===== config.mk =====
export PLATFORM = sky130hd
export DESIGN_NAME = three_pole_gaussian_iir_filter_core
export DESIGN_NICKNAME = d
export VERILOG_FILES = /design/src/hw/rtl/tpg_pkg.sv /design/src/hw/rtl/three_pole_gaussian_iir_filter_core.sv /design/src/hw/rtl/tpg_ctrl.sv /design/src/hw/rtl/tpg_datapath.sv
export SDC_FILE = /design/constraint.sdc
export NUM_CORES = 2
export LEC_CHECK = 0
export BUFFER_PORTS_ARGS = -buffer_cell sky130_fd_sc_hd__buf_2
export CAP_MARGIN = 30
export CORE_MARGIN = 4
export CORE_UTILIZATION = 55
export DETAILED_ROUTE_END_ITERATION = 10
export HOLD_SLACK_MARGIN = 0.05
export PLACE_DENSITY = 0.75
export SYNTH_ARGS = -nofsm -noshare
export SYNTH_HDL_FRONTEND = slang
export SYNTH_SLANG_ARGS = --single-unit

===== constraint.sdc =====
create_clock -name clk_i -period 10.43 [get_ports clk_i]
set_clock_uncertainty 0.2 [all_clocks]
set_input_delay 0 -clock clk_i [delete_from_list [all_inputs] [get_ports clk_i]]
set_output_delay 0 -clock clk_i [all_outputs]
set_load 0.05 [all_outputs]

===== src/hw/rtl/tpg_pkg.sv =====
// Shared types, constants and coefficient tables for the three-pole Gaussian filter.
`timescale 1ns / 1ps

package tpg_pkg;

  localparam int SampleWidthDefault  = 32;
  localparam int CoefFracBitsDefault = 20;
  localparam int TableDepth          = 20;
  localparam int HalfPeriodW         = 5;
  localparam int RowW                = $clog2(TableDepth);
  localparam int NumTaps             = 4;
  localparam int StepW               = 2;

  // Which coefficient / operand pair the shared multiplier works on
  localparam logic [StepW-1:0] STEP_B0 = 2'd0;
  localparam logic [StepW-1:0] STEP_A1 = 2'd1;
  localparam logic [StepW-1:0] STEP_A2 = 2'd2;
  localparam logic [StepW-1:0] STEP_A3 = 2'd3;

  // Raw coefficients in units of 1e-6, one row per half period
  localparam int RomB0 [TableDepth] = '{
    836701, 718670, 558792, 422292, 318295, 242068, 186612, 146016, 115940, 93340,
    76111, 62791, 52354, 44075, 37432, 32045, 27635, 23991, 20956, 18409};
  localparam int RomA1 [TableDepth] = '{
    173094, 312814, 529009, 749259, 951680, 1130321, 1285644, 1420251, 1537154,
    1639147, 1728632, 1807607, 1877714, 1940297, 1996460, 2047111, 2093000,
    2134754, 2172895, 2207865};
  localparam int RomA2 [TableDepth] = '{
    -9987, -32617, -93283, -187130, -301899, -425875, -550960, -672371, -787614,
    -895601, -996056, -1089148, -1175270, -1254918, -1328618, -1396887, -1460217,
    -1519058, -1573824, -1624889};
  localparam int RomA3 [TableDepth] = '{
    192, 1134, 5483, 15579, 31923, 53486, 78704, 106104, 134520, 163114, 191313,
    218750, 245202, 270546, 294726, 317731, 339582, 360313, 379973, 398615};

  typedef enum logic [1:0] {
    ST_IDLE,
    ST_MULT,
    ST_SUM,
    ST_EMIT
  } state_e;

  typedef struct packed {
    logic             load;   // capture sample and coefficient row, seed accumulator
    logic             mult;   // register one product
    logic             accum;  // add the registered product into the accumulator
    logic             emit;   // saturate, write output register, shift history
    logic [StepW-1:0] step;
  } cmd_t;

  function automatic longint raw_coef(int row, int tap);
    longint val;
    val = 0;
    case (tap)
      0:       val = longint'(RomB0[row]);
      1:       val = longint'(RomA1[row]);
      2:       val = longint'(RomA2[row]);
      3:       val = longint'(RomA3[row]);
      default: val = 0;
    endcase
    return val;
  endfunction

endpackage


===== src/hw/rtl/three_pole_gaussian_iir_filter_core.sv =====
// Top level of the three-pole recursive Gaussian smoothing filter.
`timescale 1ns / 1ps

// Three-pole Gaussian IIR smoother on signed fixed-point samples (Q16.16 by default).
//  Input channel : in_valid_i / in_stall_o with sample_i. A transaction is taken on
//    a rising edge with valid high and stall low.
//  Output channel: out_valid_o / out_stall_i with filtered_o, one result per input.
//  Configuration : cfg_we_i writes cfg_data_i into the half-period register
//    (1..20 = periods 2..40; 0 acts as 1, above 20 acts as 20). Write only while idle.
//  Operation: y = B0*x + A1*y1 + A2*y2 + A3*y3 with normalised Q2.F coefficients,
//    rounded to nearest and saturated; the saturated value is fed back.
//  Timing: one shared multiplier takes the four taps in turn (ST_MULT), ST_SUM folds
//    in the last product, ST_EMIT saturates into the output register. A new sample
//    is taken only after the previous result is emitted; the input is stalled
//    meanwhile. The next input is taken while a result waits.
//  Stall: a held-off result stays in the output register; a finished computation
//    waits in the emit step until the register frees up, holding off the input.
//  Reset: asynchronous, active low. Clears the three past outputs, the handshake
//    state and sets the half period to 1.
module three_pole_gaussian_iir_filter_core #(
  parameter int SampleWidth  = tpg_pkg::SampleWidthDefault,
  parameter int CoefFracBits = tpg_pkg::CoefFracBitsDefault
) (
  input  logic                                   clk_i,
  input  logic                                   rst_ni,
  input  logic                                   cfg_we_i,
  input  logic        [tpg_pkg::HalfPeriodW-1:0] cfg_data_i,
  input  logic                                   in_valid_i,
  output logic                                   in_stall_o,
  input  logic signed [SampleWidth-1:0]          sample_i,
  output logic                                   out_valid_o,
  input  logic                                   out_stall_i,
  output logic signed [SampleWidth-1:0]          filtered_o
);

  tpg_pkg::cmd_t cmd;

  tpg_ctrl u_ctrl (
    .clk_i       (clk_i),
    .rst_ni      (rst_ni),
    .in_valid_i  (in_valid_i),
    .in_stall_o  (in_stall_o),
    .out_valid_o (out_valid_o),
    .out_stall_i (out_stall_i),
    .cmd_o       (cmd)
  );

  tpg_datapath #(
    .SampleWidth  (SampleWidth),
    .CoefFracBits (CoefFracBits)
  ) u_datapath (
    .clk_i      (clk_i),
    .rst_ni     (rst_ni),
    .cfg_we_i   (cfg_we_i),
    .cfg_data_i (cfg_data_i),
    .sample_i   (sample_i),
    .cmd_i      (cmd),
    .filtered_o (filtered_o)
  );

endmodule


===== src/hw/rtl/tpg_ctrl.sv =====
// Sequencer for the filter: input acceptance, multiply steps and output register handshake.
`timescale 1ns / 1ps

module tpg_ctrl (
  input  logic          clk_i,
  input  logic          rst_ni,
  input  logic          in_valid_i,
  output logic          in_stall_o,
  output logic          out_valid_o,
  input  logic          out_stall_i,
  output tpg_pkg::cmd_t cmd_o
);

  tpg_pkg::state_e                state_q, state_d;
  logic [tpg_pkg::StepW-1:0]      step_q, step_d;
  logic                           out_valid_q, out_valid_d;
  logic                           slot_free;

  assign slot_free   = !out_valid_q || !out_stall_i;
  assign in_stall_o  = (state_q != tpg_pkg::ST_IDLE);
  assign out_valid_o = out_valid_q;

  always_ff @(posedge clk_i or negedge rst_ni) begin
    if (!rst_ni) begin
      state_q     <= tpg_pkg::ST_IDLE;
      step_q      <= tpg_pkg::STEP_B0;
      out_valid_q <= 1'b0;
    end else begin
      state_q     <= state_d;
      step_q      <= step_d;
      out_valid_q <= out_valid_d;
    end
  end

  always_comb begin
    state_d     = state_q;
    step_d      = step_q;
    cmd_o       = '0;
    cmd_o.step  = step_q;
    out_valid_d = out_valid_q && out_stall_i;
    unique case (state_q)
      tpg_pkg::ST_IDLE: begin
        if (in_valid_i) begin
          cmd_o.load = 1'b1;
          step_d     = tpg_pkg::STEP_B0;
          state_d    = tpg_pkg::ST_MULT;
        end
      end
      tpg_pkg::ST_MULT: begin
        cmd_o.mult  = 1'b1;
        cmd_o.accum = (step_q != tpg_pkg::STEP_B0);
        step_d      = step_q + 1'b1;
        if (step_q == tpg_pkg::STEP_A3) begin
          state_d = tpg_pkg::ST_SUM;
        end
      end
      tpg_pkg::ST_SUM: begin
        cmd_o.accum = 1'b1;
        state_d     = tpg_pkg::ST_EMIT;
      end
      tpg_pkg::ST_EMIT: begin
        if (slot_free) begin
          cmd_o.emit  = 1'b1;
          out_valid_d = 1'b1;
          state_d     = tpg_pkg::ST_IDLE;
        end
      end
      default: state_d = tpg_pkg::ST_IDLE;
    endcase
  end

`ifndef ASSERT_OFF
  a_emit_slot_free: assert property (@(posedge clk_i) disable iff (!rst_ni)
    cmd_o.emit |-> (!out_valid_q || !out_stall_i))
    else $error("result written over an unconsumed output transaction");

  a_accept_starts: assert property (@(posedge clk_i) disable iff (!rst_ni)
    (in_valid_i && !in_stall_o) |=> (state_q == tpg_pkg::ST_MULT &&
                                     step_q == tpg_pkg::STEP_B0))
    else $error("accepted transaction did not start at the first tap");

  a_last_tap_sums: assert property (@(posedge clk_i) disable iff (!rst_ni)
    (state_q == tpg_pkg::ST_MULT && step_q == tpg_pkg::STEP_A3) |=>
      (state_q == tpg_pkg::ST_SUM))
    else $error("multiply sequence did not end after the last tap");

  a_emit_shows: assert property (@(posedge clk_i) disable iff (!rst_ni)
    cmd_o.emit |=> out_valid_q)
    else $error("emitted result not presented");
`endif

endmodule


===== src/hw/rtl/tpg_datapath.sv =====
// Filter datapath: coefficient table, shared multiplier, accumulator, saturation, history.
`timescale 1ns / 1ps

module tpg_datapath #(
  parameter int SampleWidth  = tpg_pkg::SampleWidthDefault,
  parameter int CoefFracBits = tpg_pkg::CoefFracBitsDefault
) (
  input  logic                                 clk_i,
  input  logic                                 rst_ni,
  input  logic                                 cfg_we_i,
  input  logic        [tpg_pkg::HalfPeriodW-1:0] cfg_data_i,
  input  logic signed [SampleWidth-1:0]        sample_i,
  input  tpg_pkg::cmd_t                        cmd_i,
  output logic signed [SampleWidth-1:0]        filtered_o
);

  localparam int CoefW = CoefFracBits + 3;           // signed Q2.F
  localparam int ProdW = SampleWidth + CoefW;
  localparam int AccW  = ProdW + 2;                  // four products plus rounding
  localparam int ShW   = AccW - CoefFracBits;
  localparam logic [tpg_pkg::HalfPeriodW-1:0] LastHp =
    tpg_pkg::HalfPeriodW'(tpg_pkg::TableDepth);
  localparam logic signed [AccW-1:0] RoundInit = AccW'(1) <<< (CoefFracBits - 1);
  localparam logic signed [SampleWidth-1:0] SatMax = {1'b0, {(SampleWidth-1){1'b1}}};
  localparam logic signed [SampleWidth-1:0] SatMin = {1'b1, {(SampleWidth-1){1'b0}}};

  // Normalised coefficient table, each row divided by its own sum
  logic signed [CoefW-1:0] coef_rom [tpg_pkg::TableDepth][tpg_pkg::NumTaps];

  for (genvar g = 0; g < tpg_pkg::TableDepth; g++) begin : g_row
    localparam longint RawSum = tpg_pkg::raw_coef(g, 0) + tpg_pkg::raw_coef(g, 1) +
                                tpg_pkg::raw_coef(g, 2) + tpg_pkg::raw_coef(g, 3);
    localparam longint RowSum = (RawSum < 1) ? 1 : RawSum;
    for (genvar k = 0; k < tpg_pkg::NumTaps; k++) begin : g_tap
      localparam longint Raw = tpg_pkg::raw_coef(g, k);
      localparam longint Mag = (Raw < 0) ? -Raw : Raw;
      localparam longint Q   = ((Mag <<< CoefFracBits) + RowSum / 2) / RowSum;
      localparam longint Val = (Raw < 0) ? -Q : Q;
      assign coef_rom[g][k] = CoefW'(Val);
    end
  end

  logic [tpg_pkg::HalfPeriodW-1:0] half_period_q;
  logic [tpg_pkg::RowW-1:0]        row;
  logic signed [CoefW-1:0]         coef_q [tpg_pkg::NumTaps];
  logic signed [SampleWidth-1:0]   sample_q;
  logic signed [SampleWidth-1:0]   hist_q [3];
  logic signed [CoefW-1:0]         mult_a;
  logic signed [SampleWidth-1:0]   mult_b;
  logic signed [ProdW-1:0]         product_d, product_q;
  logic signed [AccW-1:0]          acc_q, acc_d;
  logic signed [ShW-1:0]           shifted;
  logic signed [SampleWidth-1:0]   sat;
  logic signed [SampleWidth-1:0]   filtered_q;

  // Out-of-range half periods clamp to the ends of the table
  always_comb begin
    if (half_period_q == '0) begin
      row = '0;
    end else if (half_period_q > LastHp) begin
      row = tpg_pkg::RowW'(tpg_pkg::TableDepth - 1);
    end else begin
      row = tpg_pkg::RowW'(half_period_q - 1'b1);
    end
  end

  always_ff @(posedge clk_i or negedge rst_ni) begin
    if (!rst_ni) begin
      half_period_q <= tpg_pkg::HalfPeriodW'(1);
    end else if (cfg_we_i) begin
      half_period_q <= cfg_data_i;
    end
  end

  always_comb begin
    mult_a = coef_q[cmd_i.step];
    unique case (cmd_i.step)
      tpg_pkg::STEP_B0: mult_b = sample_q;
      tpg_pkg::STEP_A1: mult_b = hist_q[0];
      tpg_pkg::STEP_A2: mult_b = hist_q[1];
      tpg_pkg::STEP_A3: mult_b = hist_q[2];
      default:          mult_b = sample_q;
    endcase
  end

  assign product_d = mult_a * mult_b;
  assign acc_d     = acc_q + AccW'(product_q);

  // Round already seeded; drop fraction bits and clamp to the sample range
  assign shifted = ShW'(acc_q >>> CoefFracBits);
  always_comb begin
    if (&shifted[ShW-1:SampleWidth-1] || ~|shifted[ShW-1:SampleWidth-1]) begin
      sat = shifted[SampleWidth-1:0];
    end else if (shifted[ShW-1]) begin
      sat = SatMin;
    end else begin
      sat = SatMax;
    end
  end

  always_ff @(posedge clk_i) begin
    if (cmd_i.load) begin
      sample_q <= sample_i;
      for (int k = 0; k < tpg_pkg::NumTaps; k++) begin
        coef_q[k] <= coef_rom[row][k];
      end
    end
    if (cmd_i.mult) begin
      product_q <= product_d;
    end
    if (cmd_i.load) begin
      acc_q <= RoundInit;
    end else if (cmd_i.accum) begin
      acc_q <= acc_d;
    end
    if (cmd_i.emit) begin
      filtered_q <= sat;
    end
  end

  always_ff @(posedge clk_i or negedge rst_ni) begin
    if (!rst_ni) begin
      hist_q[0] <= '0;
      hist_q[1] <= '0;
      hist_q[2] <= '0;
    end else if (cmd_i.emit) begin
      hist_q[0] <= sat;
      hist_q[1] <= hist_q[0];
      hist_q[2] <= hist_q[1];
    end
  end

  assign filtered_o = filtered_q;

endmodule

==> qor.txt <==
initial antenna violation count -> 6
complex-gate fraction of the synthesized area -> 0.0971
CP required -> 10540 ps
final setup fails -> 0
Critical Path Most Common Cell -> fa_1
fin nets -> 5870
#FFs+latches synth -> 364
share of cells above drive strength 1 -> 0.0865
FF-to-FF End -> u_datapath.product_q[48]
pin count of the biggest net entering global routing -> 83
clock period minus worst slack -> 9460 ps
first-pass GRT wire length -> 211 mm
Critical Path Slowest Stage Cell -> fa_1
number of global-route vias before repair -> 36475
Critical Path Sink Type -> flip-flop
maxcap violations -> 0
half-perimeter wire length after detailed placement -> 103 mm
Reg2Reg Setup Slack -> 970 ps
critical path fanouts, max -> 32
overall track demand over capacity in global routing -> 0.318
RSZ-0062 raised after global routing -> no
CP peak stage delay -> 560 ps
largest buffer count on any clock path -> 3
Total Die Area -> 86900 um2
Port Buffer Count -> 75
Slew headroom -> 0.259
Netlist cell types -> 84
kind of critical path -> flip-flop to flip-flop
Skew-Pair Late Insertion Delay -> 620 ps
post-CTS sizing -> 0
Avg Synthesized Cell Area -> 9.39 um2
I/O pin count -> 76
worst hold stages -> 3
sequential share of the synthesized area -> 0.217
Synth-to-Final Area Change -> 8.54%
mux contribution to synthesized area -> 0.0506
FF-to-FF Start -> u_ctrl.step_q[0]
worst-margin pin slew -> 1110 ps
status -> completed
post-route met1 wirelength -> 51.0 mm
grt total ovfl -> 0
simple-gate portion of the synthesized area -> 0.123
DR WL met2 -> 60.6 mm
Mapped Nets -> 5834
Post-Synth Adder-Cell Area -> 0.395
WL per Instance -> 22.8 um
Syn Inst Count -> 4818
Hold WC Path Type -> primary input to flip-flop
Peak Freq -> 106 MHz
ys flop type -> edfxtp_1
startpoint types -> flip-flop
final WL -> 136 mm
ys async rst share -> 0.291
Iteration-0 DRC Markers -> 3555
Clock transition at path regs -> 70 ps
width of the die -> 295 um
First-pass DRT Iterations -> 8
WHS Endpoint -> u_ctrl.out_valid_o
critical path data arrival time -> 9570 ps
largest family of logic cells by synthesized area -> adder cells
final-report hold violation count -> 0
total CTS buffers -> 42
num rows -> 104
CTS tree -> done
DRC Markers -> 0
Tcrit/Tclk final -> 0.907
Final Max Tran Viols -> 0
H-tree Lvls -> 2
core region area -> 81100 um2
worst reg2reg path depth -> 31
Chip Height -> 295 um
Clock Sinks -> 364
Initial Util -> 0.558
met3 wire length -> 15.2 mm
remaining antenna violation count -> 0
DR vias -> 35447
top sig layer -> met5
TNS Setup -> 0 ps
Hold Path Origin -> out_stall_i
routed vias/inst -> 5.96
post-synthesis xor/xnor area fraction -> 0.0227
fillers -> 6744
YS warnings -> 0
GP Congestion -> 0.979
CTS root buf -> clkbuf_16
Syn Std Cell Area -> 45200 um2
EDFF count, synth -> 201
==> final cells by class <==
class,instances,area [um2],share of cell area
inverters,893,3360,0.0684
well taps,1060,1330,0.0270
multi-input cells,3309,31200,0.636
repair buffers,244,1950,0.0398
flip-flops and latches,364,9830,0.200
diodes,3,7.51,0.000153
clock buffers,55,1170,0.0239
clock inverters,23,234,0.00477
==> metal layers <==
metal / GRT usage / up-vias
met5: 0 / -
met4: 0.168 / 4
met3: 0.0704 / 507
met2: 0.494 / 2121
met1: 0.421 / 17588
li1: - / 15227
==> state kept, by name, indices dropped and copies added (netlist names) <==
register,cells
u_ctrl.out_valid_o,1
u_ctrl.state_q,2
u_ctrl.step_q,2
u_datapath.acc_q,57
u_datapath.coef_q,82
u_datapath.filtered_o,32
u_datapath.half_period_q,5
u_datapath.hist_q,96
u_datapath.product_q,55
u_datapath.sample_q,32
==> what timing repair did <==
item / CTS / global route
hold endpoints to repair: 135 / 0
hold buffers: 88 / 0
buffers inserted: 0 / 0
==> worst max path at each step <==
| stage | start | endpoint | slack (ps) | depth (start not counted) |
|---|---|---|---|---|
| 4_1_cts | u_ctrl.step_q[1] | u_datapath.product_q[48] | 1110 | 31 |
| 3_3_place_gp | u_ctrl.step_q[1] | u_datapath.product_q[32] | 1260 | 29 |
| 3_5_place_dp | u_ctrl.step_q[1] | u_datapath.product_q[48] | 1150 | 31 |
| 5_1_grt | u_ctrl.step_q[0] | u_datapath.product_q[48] | 470 | 31 |
| 6_report | u_ctrl.step_q[0] | u_datapath.product_q[48] | 970 | 31 |
| 2_1_floorplan | u_ctrl.step_q[0] | u_datapath.product_q[51] | 1110 | 30 |
==> cells by family after synthesis <==
kind of cell             count (synthesis)
AND/OR/NAND/NOR                       1329
buffers and inverters                 1145
adder cells (fa/ha/maj)                974
AO/OA/AOI/OAI                          688
flip-flops                             364
multiplexers                           201
XOR/XNOR                               117
==> worst max-delay path: cells and delay by family (launching register included) <==
family | cells | cell delay [ps]
xor+xnor | 1 | 150
mux | 1 | 550
compound gates | 10 | 2180
simple gates | 2 | 320
flops | 1 | 340
buf+inv | 8 | 1260
fa+ha+maj | 9 | 4110
==> cell usage in the layout (no fill, tap or decap), types with 8 or more instances in the layout <==
master | netlist | routed
edfxtp_1 | 201 | 201
mux2_2 | 142 | 142
dlygate4sd3_1 | 0 | 87
inv_1 | 892 | 891
nor3_1 | 27 | 27
ha_1 | 219 | 216
a21oi_1 | 204 | 202
a211oi_1 | 18 | 18
nand2_1 | 670 | 670
nor2b_1 | 16 | 16
o21ai_1 | 33 | 29
nand3_1 | 42 | 42
a211o_1 | 9 | 9
a22oi_1 | 39 | 38
nor2_1 | 425 | 424
clkbuf_1 | 227 | 8
clkbuf_16 | 0 | 44
mux2i_1 | 51 | 51
fa_1 | 755 | 755
xor2_1 | 28 | 28
o21a_1 | 23 | 22
o211ai_1 | 15 | 15
o21bai_1 | 17 | 17
o21ai_0 | 115 | 110
and2_1 | 55 | 55
a21o_1 | 103 | 103
xnor2_1 | 89 | 89
o22ai_1 | 8 | 8
nand2b_1 | 38 | 38
a31oi_1 | 34 | 34
dfrtp_1 | 105 | 105
dfxtp_1 | 57 | 57
nand4_1 | 18 | 18
mux4_2 | 8 | 8
buf_4 | 0 | 77
buf_2 | 5 | 74
==> cells in the mapped netlist, types with 27 or more instances <==
cell type  instances  share of area
fa_1             755           0.33
edfxtp_1         201           0.13
mux2_2           142          0.035
dfrtp_1          105          0.058
xor2_1            28         0.0054
clkbuf_1         227          0.019
nand2_1          670          0.056
o21ai_0          115          0.013
dfxtp_1           57          0.025
nor2_1           425          0.035
a31oi_1           34         0.0047
inv_1            892          0.074
nor3_1            27         0.0030
nand2b_1          38         0.0053
a22oi_1           39         0.0065
xnor2_1           89          0.017
mux2i_1           51          0.011
ha_1             219          0.061
a21o_1           103          0.017
and2_1            55         0.0076
nand3_1           42         0.0046
a21oi_1          204          0.023
o21ai_1           33         0.0037
==> stage by stage <==
| step | std cells | utilization | hold WS (ps) | cell area (um2) | worst slack, ps |
|---|---|---|---|---|---|
| global route | 5949 | 0.606 | 111 | 49100 | 471 |
| global placement | 5779 | 0.576 | -136 | 46700 | 1260 |
| floorplan | 4818 | - | -496 | 45200 | 1110 |
| finish | 5951 | 0.606 | 85.9 | 49100 | 971 |
| CTS | 5945 | 0.605 | 59.1 | 49000 | 1110 |
| detailed placement | 5779 | 0.576 | -133 | 46700 | 1150 |
Power is left out: the tool's default activity adds up to more than one toggle a clock period on the data nets, which glitch-free logic cannot reach.
